--- src/rtl/rms_pkg.sv ---
// Shared constants and control types for the sample block RMS engine.
package rms_pkg;

  // Default configuration of the engine.
  localparam int DEF_SAMPLE_BITS = 16;
  localparam int DEF_MAX_BLOCK   = 65536;

  // Fixed widths of the result word.
  localparam int RMS_W   = 16;
  localparam int COUNT_W = 17;

  // Commands from the controller to the datapath.
  typedef struct packed {
    logic accept;     // a sample word is taken this cycle
    logic div_load;   // close the block and load the divider
    logic div_step;   // one quotient bit
    logic root_load;  // move the mean into the root unit
    logic root_step;  // one root bit
    logic out_load;   // capture the result word
  } cmd_t;

  // Status from the datapath to the controller.
  typedef struct packed {
    logic block_end;  // the offered sample closes the block
  } status_t;

endpackage

--- src/rtl/rms_in_if.sv ---
// Sample word channel: valid/ready handshake with a sample and an end-of-block flag.
interface rms_in_if #(
  parameter int SAMPLE_BITS = rms_pkg::DEF_SAMPLE_BITS
);
  logic                          valid;
  logic                          ready;
  logic signed [SAMPLE_BITS-1:0] sample_value;
  logic                          last_sample;

  modport source (output valid, output sample_value, output last_sample, input ready);
  modport sink (input valid, input sample_value, input last_sample, output ready);
endinterface

--- src/rtl/rms_out_if.sv ---
// Result word channel: valid/ready handshake with the RMS value and the block length.
interface rms_out_if;
  logic                         valid;
  logic                         ready;
  logic [rms_pkg::RMS_W-1:0]    rms_value;
  logic [rms_pkg::COUNT_W-1:0]  sample_count;

  modport source (output valid, output rms_value, output sample_count, input ready);
  modport sink (input valid, input rms_value, input sample_count, output ready);
endinterface

--- src/rtl/rms_datapath.sv ---
// Datapath: square and accumulate, restoring divider and bit-pair square root.
module rms_datapath #(
  parameter int SAMPLE_BITS = rms_pkg::DEF_SAMPLE_BITS,
  parameter int MAX_BLOCK   = rms_pkg::DEF_MAX_BLOCK,
  parameter int CNT_W       = 17,
  parameter int SUM_W       = 47,
  parameter int ROOT_W      = 24
) (
  input  logic                          clk,
  input  logic                          rst,
  input  rms_pkg::cmd_t                 cmd,
  output rms_pkg::status_t              status,
  input  logic signed [SAMPLE_BITS-1:0] sample_value,
  input  logic                          last_sample,
  output logic [rms_pkg::RMS_W-1:0]     rms_value,
  output logic [rms_pkg::COUNT_W-1:0]   sample_count
);

  localparam int RAD_W = 2 * ROOT_W;
  localparam int REM_W = ROOT_W + 2;
  localparam int CUR_W = ROOT_W + 4;

  logic [SAMPLE_BITS-1:0]   mag;
  logic [2*SAMPLE_BITS-1:0] sq;
  logic                     sq_pending;
  logic [CNT_W-1:0]         cnt;
  logic [CNT_W-1:0]         cnt_inc;
  logic [CNT_W-1:0]         divisor;
  logic [SUM_W-1:0]         sum;
  logic [SUM_W-1:0]         sum_add;

  logic [SUM_W-1:0]         quo;
  logic [CNT_W-1:0]         rem;
  logic [CNT_W:0]           dtrial;
  logic                     dge;

  logic [RAD_W-1:0]         rad;
  logic [ROOT_W-1:0]        root;
  logic [REM_W-1:0]         srem;
  logic [CUR_W-1:0]         cur;
  logic [CUR_W-1:0]         strial;
  logic [CUR_W-1:0]         sdiff;
  logic                     sge;

  // The most negative sample gives 2^(SAMPLE_BITS-1), which still fits unsigned.
  assign mag = sample_value[SAMPLE_BITS-1] ? (~sample_value + 1'b1) : sample_value;

  assign cnt_inc          = cnt + 1'b1;
  assign status.block_end = last_sample || (cnt_inc == CNT_W'(MAX_BLOCK));
  assign sum_add          = sum + SUM_W'(sq);

  assign dtrial = {rem, quo[SUM_W-1]};
  assign dge    = dtrial >= {1'b0, divisor};

  assign cur    = {srem, rad[RAD_W-1 -: 2]};
  assign strial = {2'b00, root, 2'b01};
  assign sge    = cur >= strial;
  assign sdiff  = cur - strial;

  always_ff @(posedge clk) begin
    if (rst) begin
      cnt        <= '0;
      sum        <= '0;
      sq_pending <= 1'b0;
    end else begin
      sq_pending <= cmd.accept;
      if (cmd.accept) begin
        cnt <= status.block_end ? '0 : cnt_inc;
      end
      if (cmd.div_load) begin
        sum <= '0;
      end else if (sq_pending) begin
        sum <= sum_add;
      end
    end
  end

  always_ff @(posedge clk) begin
    if (cmd.accept) begin
      sq <= mag * mag;
      if (status.block_end) begin
        divisor <= cnt_inc;
      end
    end

    if (cmd.div_load) begin
      quo <= sum_add;
      rem <= '0;
    end else if (cmd.div_step) begin
      quo <= {quo[SUM_W-2:0], dge};
      rem <= dge ? CNT_W'(dtrial - {1'b0, divisor}) : CNT_W'(dtrial);
    end

    if (cmd.root_load) begin
      rad  <= RAD_W'(quo);
      root <= '0;
      srem <= '0;
    end else if (cmd.root_step) begin
      rad  <= {rad[RAD_W-3:0], 2'b00};
      root <= {root[ROOT_W-2:0], sge};
      srem <= sge ? REM_W'(sdiff) : REM_W'(cur);
    end

    if (cmd.out_load) begin
      rms_value    <= rms_pkg::RMS_W'(root);
      sample_count <= rms_pkg::COUNT_W'(divisor);
    end
  end

endmodule

--- src/rtl/rms_ctrl.sv ---
// Controller: sequences accumulation, division, square root and result hand-off.
module rms_ctrl #(
  parameter int DIV_STEPS  = 47,
  parameter int ROOT_STEPS = 24
) (
  input  logic             clk,
  input  logic             rst,
  input  logic             in_valid,
  output logic             in_ready,
  output logic             out_valid,
  input  logic             out_ready,
  output rms_pkg::cmd_t    cmd,
  input  rms_pkg::status_t status
);

  localparam int STEP_W = $clog2(DIV_STEPS);

  typedef enum logic [5:0] {
    ST_ACCUM = 6'b000001,
    ST_ADD   = 6'b000010,
    ST_DIV   = 6'b000100,
    ST_PREP  = 6'b001000,
    ST_ROOT  = 6'b010000,
    ST_HOLD  = 6'b100000
  } state_t;

  state_t              state, state_next;
  logic [STEP_W-1:0]   step, step_next;
  logic                out_valid_next;

  always_comb begin
    state_next     = state;
    step_next      = step;
    cmd            = '0;
    in_ready       = 1'b0;
    out_valid_next = out_valid && !out_ready;
    case (state)
      ST_ACCUM: begin
        in_ready   = 1'b1;
        cmd.accept = in_valid;
        if (in_valid && status.block_end) begin
          state_next = ST_ADD;
        end
      end
      ST_ADD: begin
        cmd.div_load = 1'b1;
        step_next    = '0;
        state_next   = ST_DIV;
      end
      ST_DIV: begin
        cmd.div_step = 1'b1;
        if (step == STEP_W'(DIV_STEPS - 1)) begin
          state_next = ST_PREP;
        end else begin
          step_next = step + 1'b1;
        end
      end
      ST_PREP: begin
        cmd.root_load = 1'b1;
        step_next     = '0;
        state_next    = ST_ROOT;
      end
      ST_ROOT: begin
        cmd.root_step = 1'b1;
        if (step == STEP_W'(ROOT_STEPS - 1)) begin
          state_next = ST_HOLD;
        end else begin
          step_next = step + 1'b1;
        end
      end
      ST_HOLD: begin
        if (!out_valid || out_ready) begin
          cmd.out_load   = 1'b1;
          out_valid_next = 1'b1;
          state_next     = ST_ACCUM;
        end
      end
      default: begin
        state_next = ST_ACCUM;
      end
    endcase
  end

  always_ff @(posedge clk) begin
    if (rst) begin
      state     <= ST_ACCUM;
      step      <= '0;
      out_valid <= 1'b0;
    end else begin
      state     <= state_next;
      step      <= step_next;
      out_valid <= out_valid_next;
    end
  end

  // The result register is never overwritten while it still holds an untaken word.
  a_no_overwrite: assert property (@(posedge clk) disable iff (rst)
    cmd.out_load |-> (!out_valid || out_ready))
    else $error("result word overwritten before it was taken");

  // A sample that closes the block always starts the division sequence.
  a_end_starts_div: assert property (@(posedge clk) disable iff (rst)
    (cmd.accept && status.block_end) |=> (state == ST_ADD))
    else $error("block end did not start the division");

  // The divider always runs its full number of steps from zero.
  a_div_from_zero: assert property (@(posedge clk) disable iff (rst)
    (state == ST_ADD) |=> (state == ST_DIV && step == '0))
    else $error("division did not start at step zero");

  // The root phase follows directly on the last quotient bit.
  a_div_to_root: assert property (@(posedge clk) disable iff (rst)
    (state == ST_DIV && step == STEP_W'(DIV_STEPS - 1)) |=> (state == ST_PREP))
    else $error("division did not hand over to the root unit");

endmodule

--- src/rtl/rms_of_sample_block_top.sv ---
// Top level of the sample block RMS engine: controller, datapath and channel wiring.
//
// This block takes signed samples, one per word on the sample channel, squares each one
// and adds it into an accumulator wide enough that it cannot overflow for blocks of up to
// MAX_BLOCK samples (it is limited to 64 bits, beyond which the sum wraps). A word with
// last_sample set closes the block, as does the sample that brings the count to MAX_BLOCK.
// When a block closes, the engine divides the sum by the sample count and takes the
// integer square root of the truncated mean, rounding down, and offers one result word
// carrying rms_value and sample_count. Within a block samples are taken at one per clock.
// After the closing sample the engine takes no samples until the result is captured: it
// loads the restoring divider, which produces one quotient bit per cycle, then the square
// root unit, which produces one root bit per cycle. The accumulator width is SUM_W =
// min(64, 2*SAMPLE_BITS - 2 + clog2(MAX_BLOCK + 1)) and the root width is ROOT_W =
// ceil(SUM_W / 2); at the default settings these are 47 and 24. The result sits in an
// output register, so the next block can be accumulated while the previous result waits
// to be taken; only when a further block closes with the earlier result still untaken
// does the engine hold in its final state until the result channel accepts it.
module rms_of_sample_block_top #(
  parameter int SAMPLE_BITS = rms_pkg::DEF_SAMPLE_BITS,
  parameter int MAX_BLOCK   = rms_pkg::DEF_MAX_BLOCK
) (
  input  logic     clk,
  input  logic     rst,
  rms_in_if.sink   samples,
  rms_out_if.source results
);

  // Counter width holds MAX_BLOCK itself; the accumulator holds MAX_BLOCK full-scale squares.
  localparam int CNT_W   = $clog2(MAX_BLOCK + 1);
  localparam int SUM_RAW = 2 * SAMPLE_BITS - 2 + CNT_W;
  localparam int SUM_W   = (SUM_RAW > 64) ? 64 : SUM_RAW;
  localparam int ROOT_W  = (SUM_W + 1) / 2;

  rms_pkg::cmd_t    cmd;
  rms_pkg::status_t status;

  rms_ctrl #(
    .DIV_STEPS  (SUM_W),
    .ROOT_STEPS (ROOT_W)
  ) u_ctrl (
    .clk       (clk),
    .rst       (rst),
    .in_valid  (samples.valid),
    .in_ready  (samples.ready),
    .out_valid (results.valid),
    .out_ready (results.ready),
    .cmd       (cmd),
    .status    (status)
  );

  rms_datapath #(
    .SAMPLE_BITS (SAMPLE_BITS),
    .MAX_BLOCK   (MAX_BLOCK),
    .CNT_W       (CNT_W),
    .SUM_W       (SUM_W),
    .ROOT_W      (ROOT_W)
  ) u_datapath (
    .clk          (clk),
    .rst          (rst),
    .cmd          (cmd),
    .status       (status),
    .sample_value (samples.sample_value),
    .last_sample  (samples.last_sample),
    .rms_value    (results.rms_value),
    .sample_count (results.sample_count)
  );

endmodule
--- src/flat_wrapper.sv ---
// flat-port wrapper written by rule: the top's interface ports become plain ports
module rms_of_sample_block_top_flat 
#(
  parameter int SAMPLE_BITS = rms_pkg::DEF_SAMPLE_BITS,
  parameter int MAX_BLOCK   = rms_pkg::DEF_MAX_BLOCK
)
  (clk, rst, samples_valid, samples_sample_value, samples_last_sample, samples_ready, results_valid, results_rms_value, results_sample_count, results_ready);
  rms_in_if #(.SAMPLE_BITS(SAMPLE_BITS)) samples_i ();
  rms_out_if results_i ();
  input  logic clk;
  input  logic rst;
  input wire logic [$bits(samples_i.valid)-1:0] samples_valid;
  input wire logic [$bits(samples_i.sample_value)-1:0] samples_sample_value;
  input wire logic [$bits(samples_i.last_sample)-1:0] samples_last_sample;
  output wire logic [$bits(samples_i.ready)-1:0] samples_ready;
  output wire logic [$bits(results_i.valid)-1:0] results_valid;
  output wire logic [$bits(results_i.rms_value)-1:0] results_rms_value;
  output wire logic [$bits(results_i.sample_count)-1:0] results_sample_count;
  input wire logic [$bits(results_i.ready)-1:0] results_ready;
  assign samples_i.valid = samples_valid;
  assign samples_i.sample_value = samples_sample_value;
  assign samples_i.last_sample = samples_last_sample;
  assign samples_ready = samples_i.ready;
  assign results_valid = results_i.valid;
  assign results_rms_value = results_i.rms_value;
  assign results_sample_count = results_i.sample_count;
  assign results_i.ready = results_ready;
  rms_of_sample_block_top #(.SAMPLE_BITS(SAMPLE_BITS), .MAX_BLOCK(MAX_BLOCK)) u_core (.clk(clk), .rst(rst), .samples(samples_i), .results(results_i));
endmodule
--- config.mk ---
export PLATFORM = sky130hd
export DESIGN_NAME = rms_of_sample_block_top_flat
export DESIGN_NICKNAME = d
export VERILOG_FILES = /design/src/rtl/rms_pkg.sv /design/src/rtl/rms_in_if.sv /design/src/rtl/rms_out_if.sv /design/src/rtl/rms_datapath.sv /design/src/rtl/rms_ctrl.sv /design/src/rtl/rms_of_sample_block_top.sv /design/src/flat_wrapper.sv
export SDC_FILE = /design/constraint.sdc
export NUM_CORES = 1
export LEC_CHECK = 0
export BUFFER_PORTS_ARGS = -buffer_cell sky130_fd_sc_hd__buf_2
export CORE_MARGIN = 2
export CORE_UTILIZATION = 45
export CTS_BUF_LIST = sky130_fd_sc_hd__clkbuf_16
export CTS_CLUSTER_DIAMETER = 150
export DETAILED_ROUTE_END_ITERATION = 8
export PLACE_DENSITY = 0.69
export SYNTH_ARGS = -nofsm -noshare
export SYNTH_HDL_FRONTEND = slang
export SYNTH_SLANG_ARGS = --single-unit
--- constraint.sdc ---
create_clock -name clk -period 11.1 [get_ports clk]
set_input_delay 0.555 -clock clk [delete_from_list [all_inputs] [get_ports clk]]
set_output_delay 0.555 -clock clk [all_outputs]
set_load 0.02 [all_outputs]
==> results.md <==
- Min Tclk post-route: 8.57 ns
- Total CTS buffers: 35
- Synth Area in Adders: 23.2%
- Antenna diode count: 0
- Die Y: 234 um
- Reg2reg setup slack: 7.48 ns
- Routed vias/inst: 5.35
- Mapped Area: approximately 24000 um^2
- Final HPWL from detailed placement: 38.3 mm
- Cell Pwr Density: 322 nW/um^2
- CTS Root Buffer Type: clkbuf_16
- Multiplexer share of the synthesized area: under 10%
- Setup crit start: samples_sample_value[0]
- Full die area: 54700 um^2
- Clock skew: about 0.026 ns
- Crit-path max cell delay: 0.52 ns
- Hold Path Stages: 1
- Prevailing post-synth register cell: edfxtp_1
- Post-CTS setup buffer count: 0
- Leak Pwr: 11.7 nW
- Placement Cell Area: about 25000 um^2
- Vias in the first global route: 18000
- Worst slew pin tran: 1.07 ns
- Largest family of logic cells by synthesized area: adder cells
- Post-Layout Inst Area: 25800 um^2
- Met2 Use GR: 33.6%
- CP Buf/Inv Count: 10
- Worst path most repeated cell: inv_1
- CP max-delay cell: fa_1
- Max Cap Viol: 0
- Starting density of the core: 45.4%
- Met3 usage: 2.10%
- Post-layout util: 49.3%
- PnR Total Power: 8.31 mW
- Post-synthesis cell count: 2545
- Final-stage net count: 2941
- Max_slew headroom: between 20 and 30%
- CTS tree: built
- CP Data Required Time: 11.36 ns
- Core Area: 52400 um^2
- Worst EP arrival: 8.83 ns
- Worst vdd ir: between 0.3 and 0.4 mV
- Synthesis-stage register bit count: 321
- Tcrit/Tclk final: 77.2%
- Worst-Skew Late Latency: 0.53 ns
- Compound-Gate Fraction of Synth Area: roughly an eighth
- Mean Syn Cell Area: between 9 and 10 um^2
- RR Startpoint: u_core.u_datapath.sq[0]
- CP top delay family: adder cells
- Vias: 17600
- Sequential element share of the synthesized area: 34.4%
- Fmax achieved: 0.117 GHz
- Post-Synth XOR/XNOR Area: 5.44%
- Global-route wire length before repair: 86.8 mm
- CP startpoint kind: input pin
- RSZ-0062 raised after global routing: false
- Post-synth EDFFs: 175
- Hold_sp: samples_sample_value[0]
- Hold Path Sink: u_core.u_datapath.sq[0]
- Post-CTS Resized: 0
- Die Width: 234 um
- Outcome: completed
- Ys Warns: 0
- Drt drc: 0
- Max FO, Critical Path: 19
- DRT Pass-1 Iters: 5
- Max Slew Vio Count: 0
- Hold_ws: 0.364 ns
- Layout cells sized above 1: under 10%
- IO buf count: 55
- RePlAce Congestion: 0.921
- Wirelength per Cell: about 15 um
- Top-Level Pins: 56
- Clk slew on worst S/H paths: 0.06 ns
- FP Rows: 84
- Initial antenna violation count: 0
- Hold-fix buffers, CTS: 0
- DRT iter0 DRCs: 1005
- H-tree levels: 2
- Clock Sinks: roughly 320
- Final Hold Fails: 0
- Gr busiest metal: met2
- Synthesized-area fraction occupied by and/or/nand/nor cells: between 10% and 20%
- GR Util All Layers: about a fifth
- Post-synth ARST share: 0%
- Fill cells: 4804
- Largest net degree at the start of global routing: 72
- Bufs on Longest Clock Path: 3
- Hold Crit Class: input pin to flop
- Worst Reg-to-Reg Cells: 11
- CP Capture Type: flop
- Met1 Track Usage GR: 24.8%
- Crit Path Category: input pin to flop
- RR Endpoint: u_core.u_datapath.quo[26]
- Area grow syn2layout: 8.63%
- Routed Antenna Nets: 0
- Global route total overflow: 0
- Final Setup Violations: 0
- Post-synth cell types: between 80 and 90
- Setup_tns: 0 ns
- Routed wire length: 51.0 mm
## synthesized netlist by cell type (8+ instances only)
cell type	count	area (um^2)
nand2b_1	19	119
nor3_1	27	135
dfxtp_1	146	2920
a21o_1	42	315
o21a_1	14	105
or3_1	14	87.6
nand3_1	38	190
clkbuf_1	61	229
xnor2_1	87	762
nand2_1	391	1470
nor4_1	8	50.1
a311oi_1	10	87.6
nor2b_1	14	87.6
fa_1	166	3320
a21oi_1	115	576
nor2_1	178	668
and3_1	29	181
a22o_1	9	78.8
a211oi_1	16	120
a31oi_1	15	93.8
o21ai_1	17	85.1
inv_1	313	1170
o22ai_1	28	175
ha_1	176	2200
o21bai_1	9	67.6
nand4_1	29	181
and2_1	16	100
o21ai_0	94	470
o31ai_1	17	128
edfxtp_1	175	5260
xor2_1	59	517
mux2i_1	65	651
buf_2	17	85.1
## worst max path at each step
stage,end,slack [ns],depth (start not counted)
2_1_floorplan,u_core.u_datapath.sq[28],3.13,31
3_3_place_gp,u_core.u_datapath.sq[28],2.26,28
3_5_place_dp,u_core.u_datapath.sq[30],1.98,31
4_1_cts,u_core.u_datapath.sq[30],2.53,31
5_1_grt,u_core.u_datapath.sq[29],2.03,28
6_report,u_core.u_datapath.sq[30],2.53,31
## worst reg2reg max path: cells and delay by family, from the launching register on
family,cells,cell delay (ns)
flip-flops,1,0.45
XOR/XNOR,1,0.19
AND/OR/NAND/NOR,2,0.13
adder cells (fa/ha/maj),2,0.50
AO/OA/AOI/OAI,6,2.11
## where the power goes
| group | internal (mW) | switching [mW] | total (mW) | leakage [nW] |
|---|---|---|---|---|
| logic | 2.38 | 3.17 | 5.55 | 8.37 |
| registers | 1.61 | 0.0466 | 1.66 | 2.80 |
| clock network | 0.634 | 0.465 | 1.10 | 0.559 |
| total | 4.63 | 3.68 | 8.31 | 11.7 |
## metrics by stage
stage          std cells  setup slack, ns
2_1_floorplan       2554             3.13
6_report            3293             2.53
4_1_cts             3293             2.53
3_3_place_gp        3229             2.26
5_1_grt             3293             2.03
3_5_place_dp        3229             1.98
## kinds of logic (layout without fill, tap and decap cells)
family	Yosys count	in the layout
AO/OA/AOI/OAI	458	458
XOR/XNOR	147	147
adder cells (fa/ha/maj)	342	342
buffers and inverters	409	460
flip-flops	321	321
multiplexers	67	67
other	2	11
AND/OR/NAND/NOR	799	799
## flip-flops by register name (all words and copies together) (netlist names)
name,count
u_core.u_datapath.sq_pending,1
u_core.u_datapath.divisor,17
u_core.u_datapath.quo,47
u_core.u_ctrl.out_valid,1
u_core.u_datapath.srem,26
u_core.u_ctrl.state,6
u_core.u_datapath.cnt,17
u_core.u_datapath.rad,48
u_core.u_datapath.sq,31
u_core.u_datapath.root,24
u_core.u_ctrl.step,6
u_core.u_datapath.rms_value,16
u_core.u_datapath.sample_count,17
u_core.u_datapath.rem,17
u_core.u_datapath.sum,47
## routing by layer
layer | share of wire (%) | routed length, um
met2 | 48 | 24600
met1 | 46 | 23200
met4 | 2.1 | 1080
met3 | 4.0 | 2060
met5 | 0 | 0
## layout make-up
type	instances	area (um^2)	area share (%)
Clock buffer	36	901	3.49
Sequential cell	321	8180	31.7
Clock inverter	28	180	0.697
Multi-Input combinational cell	1824	14100	54.5
Inverter	322	1210	4.68
Timing Repair Buffer	74	418	1.62
Tap cell	688	861	3.33
## placed cells by master, fill, tap and decap left out, types with 9 or more instances in the layout
cell type / instances
a21oi_1: 115
buf_4: 19
or3_1: 14
nor3_1: 27
xnor2_1: 87
a311oi_1: 10
a31oi_1: 15
nand2b_1: 18
a22o_1: 9
nand2_1: 391
xor2_1: 59
conb_1: 11
edfxtp_1: 175
a211oi_1: 16
o21ai_0: 94
a21o_1: 42
o21a_1: 14
o21ai_1: 17
ha_1: 176
nor2b_1: 13
buf_2: 55
and2_1: 16
o31ai_1: 17
clkinv_1: 17
o21bai_1: 9
dfxtp_1: 145
clkbuf_16: 36
inv_1: 321
nand3_1: 38
nand4_1: 29
fa_1: 166
o22ai_1: 28
mux2i_1: 65
and3_1: 29
nor2_1: 178
Note: power is estimated with default switching activity, not from simulation.
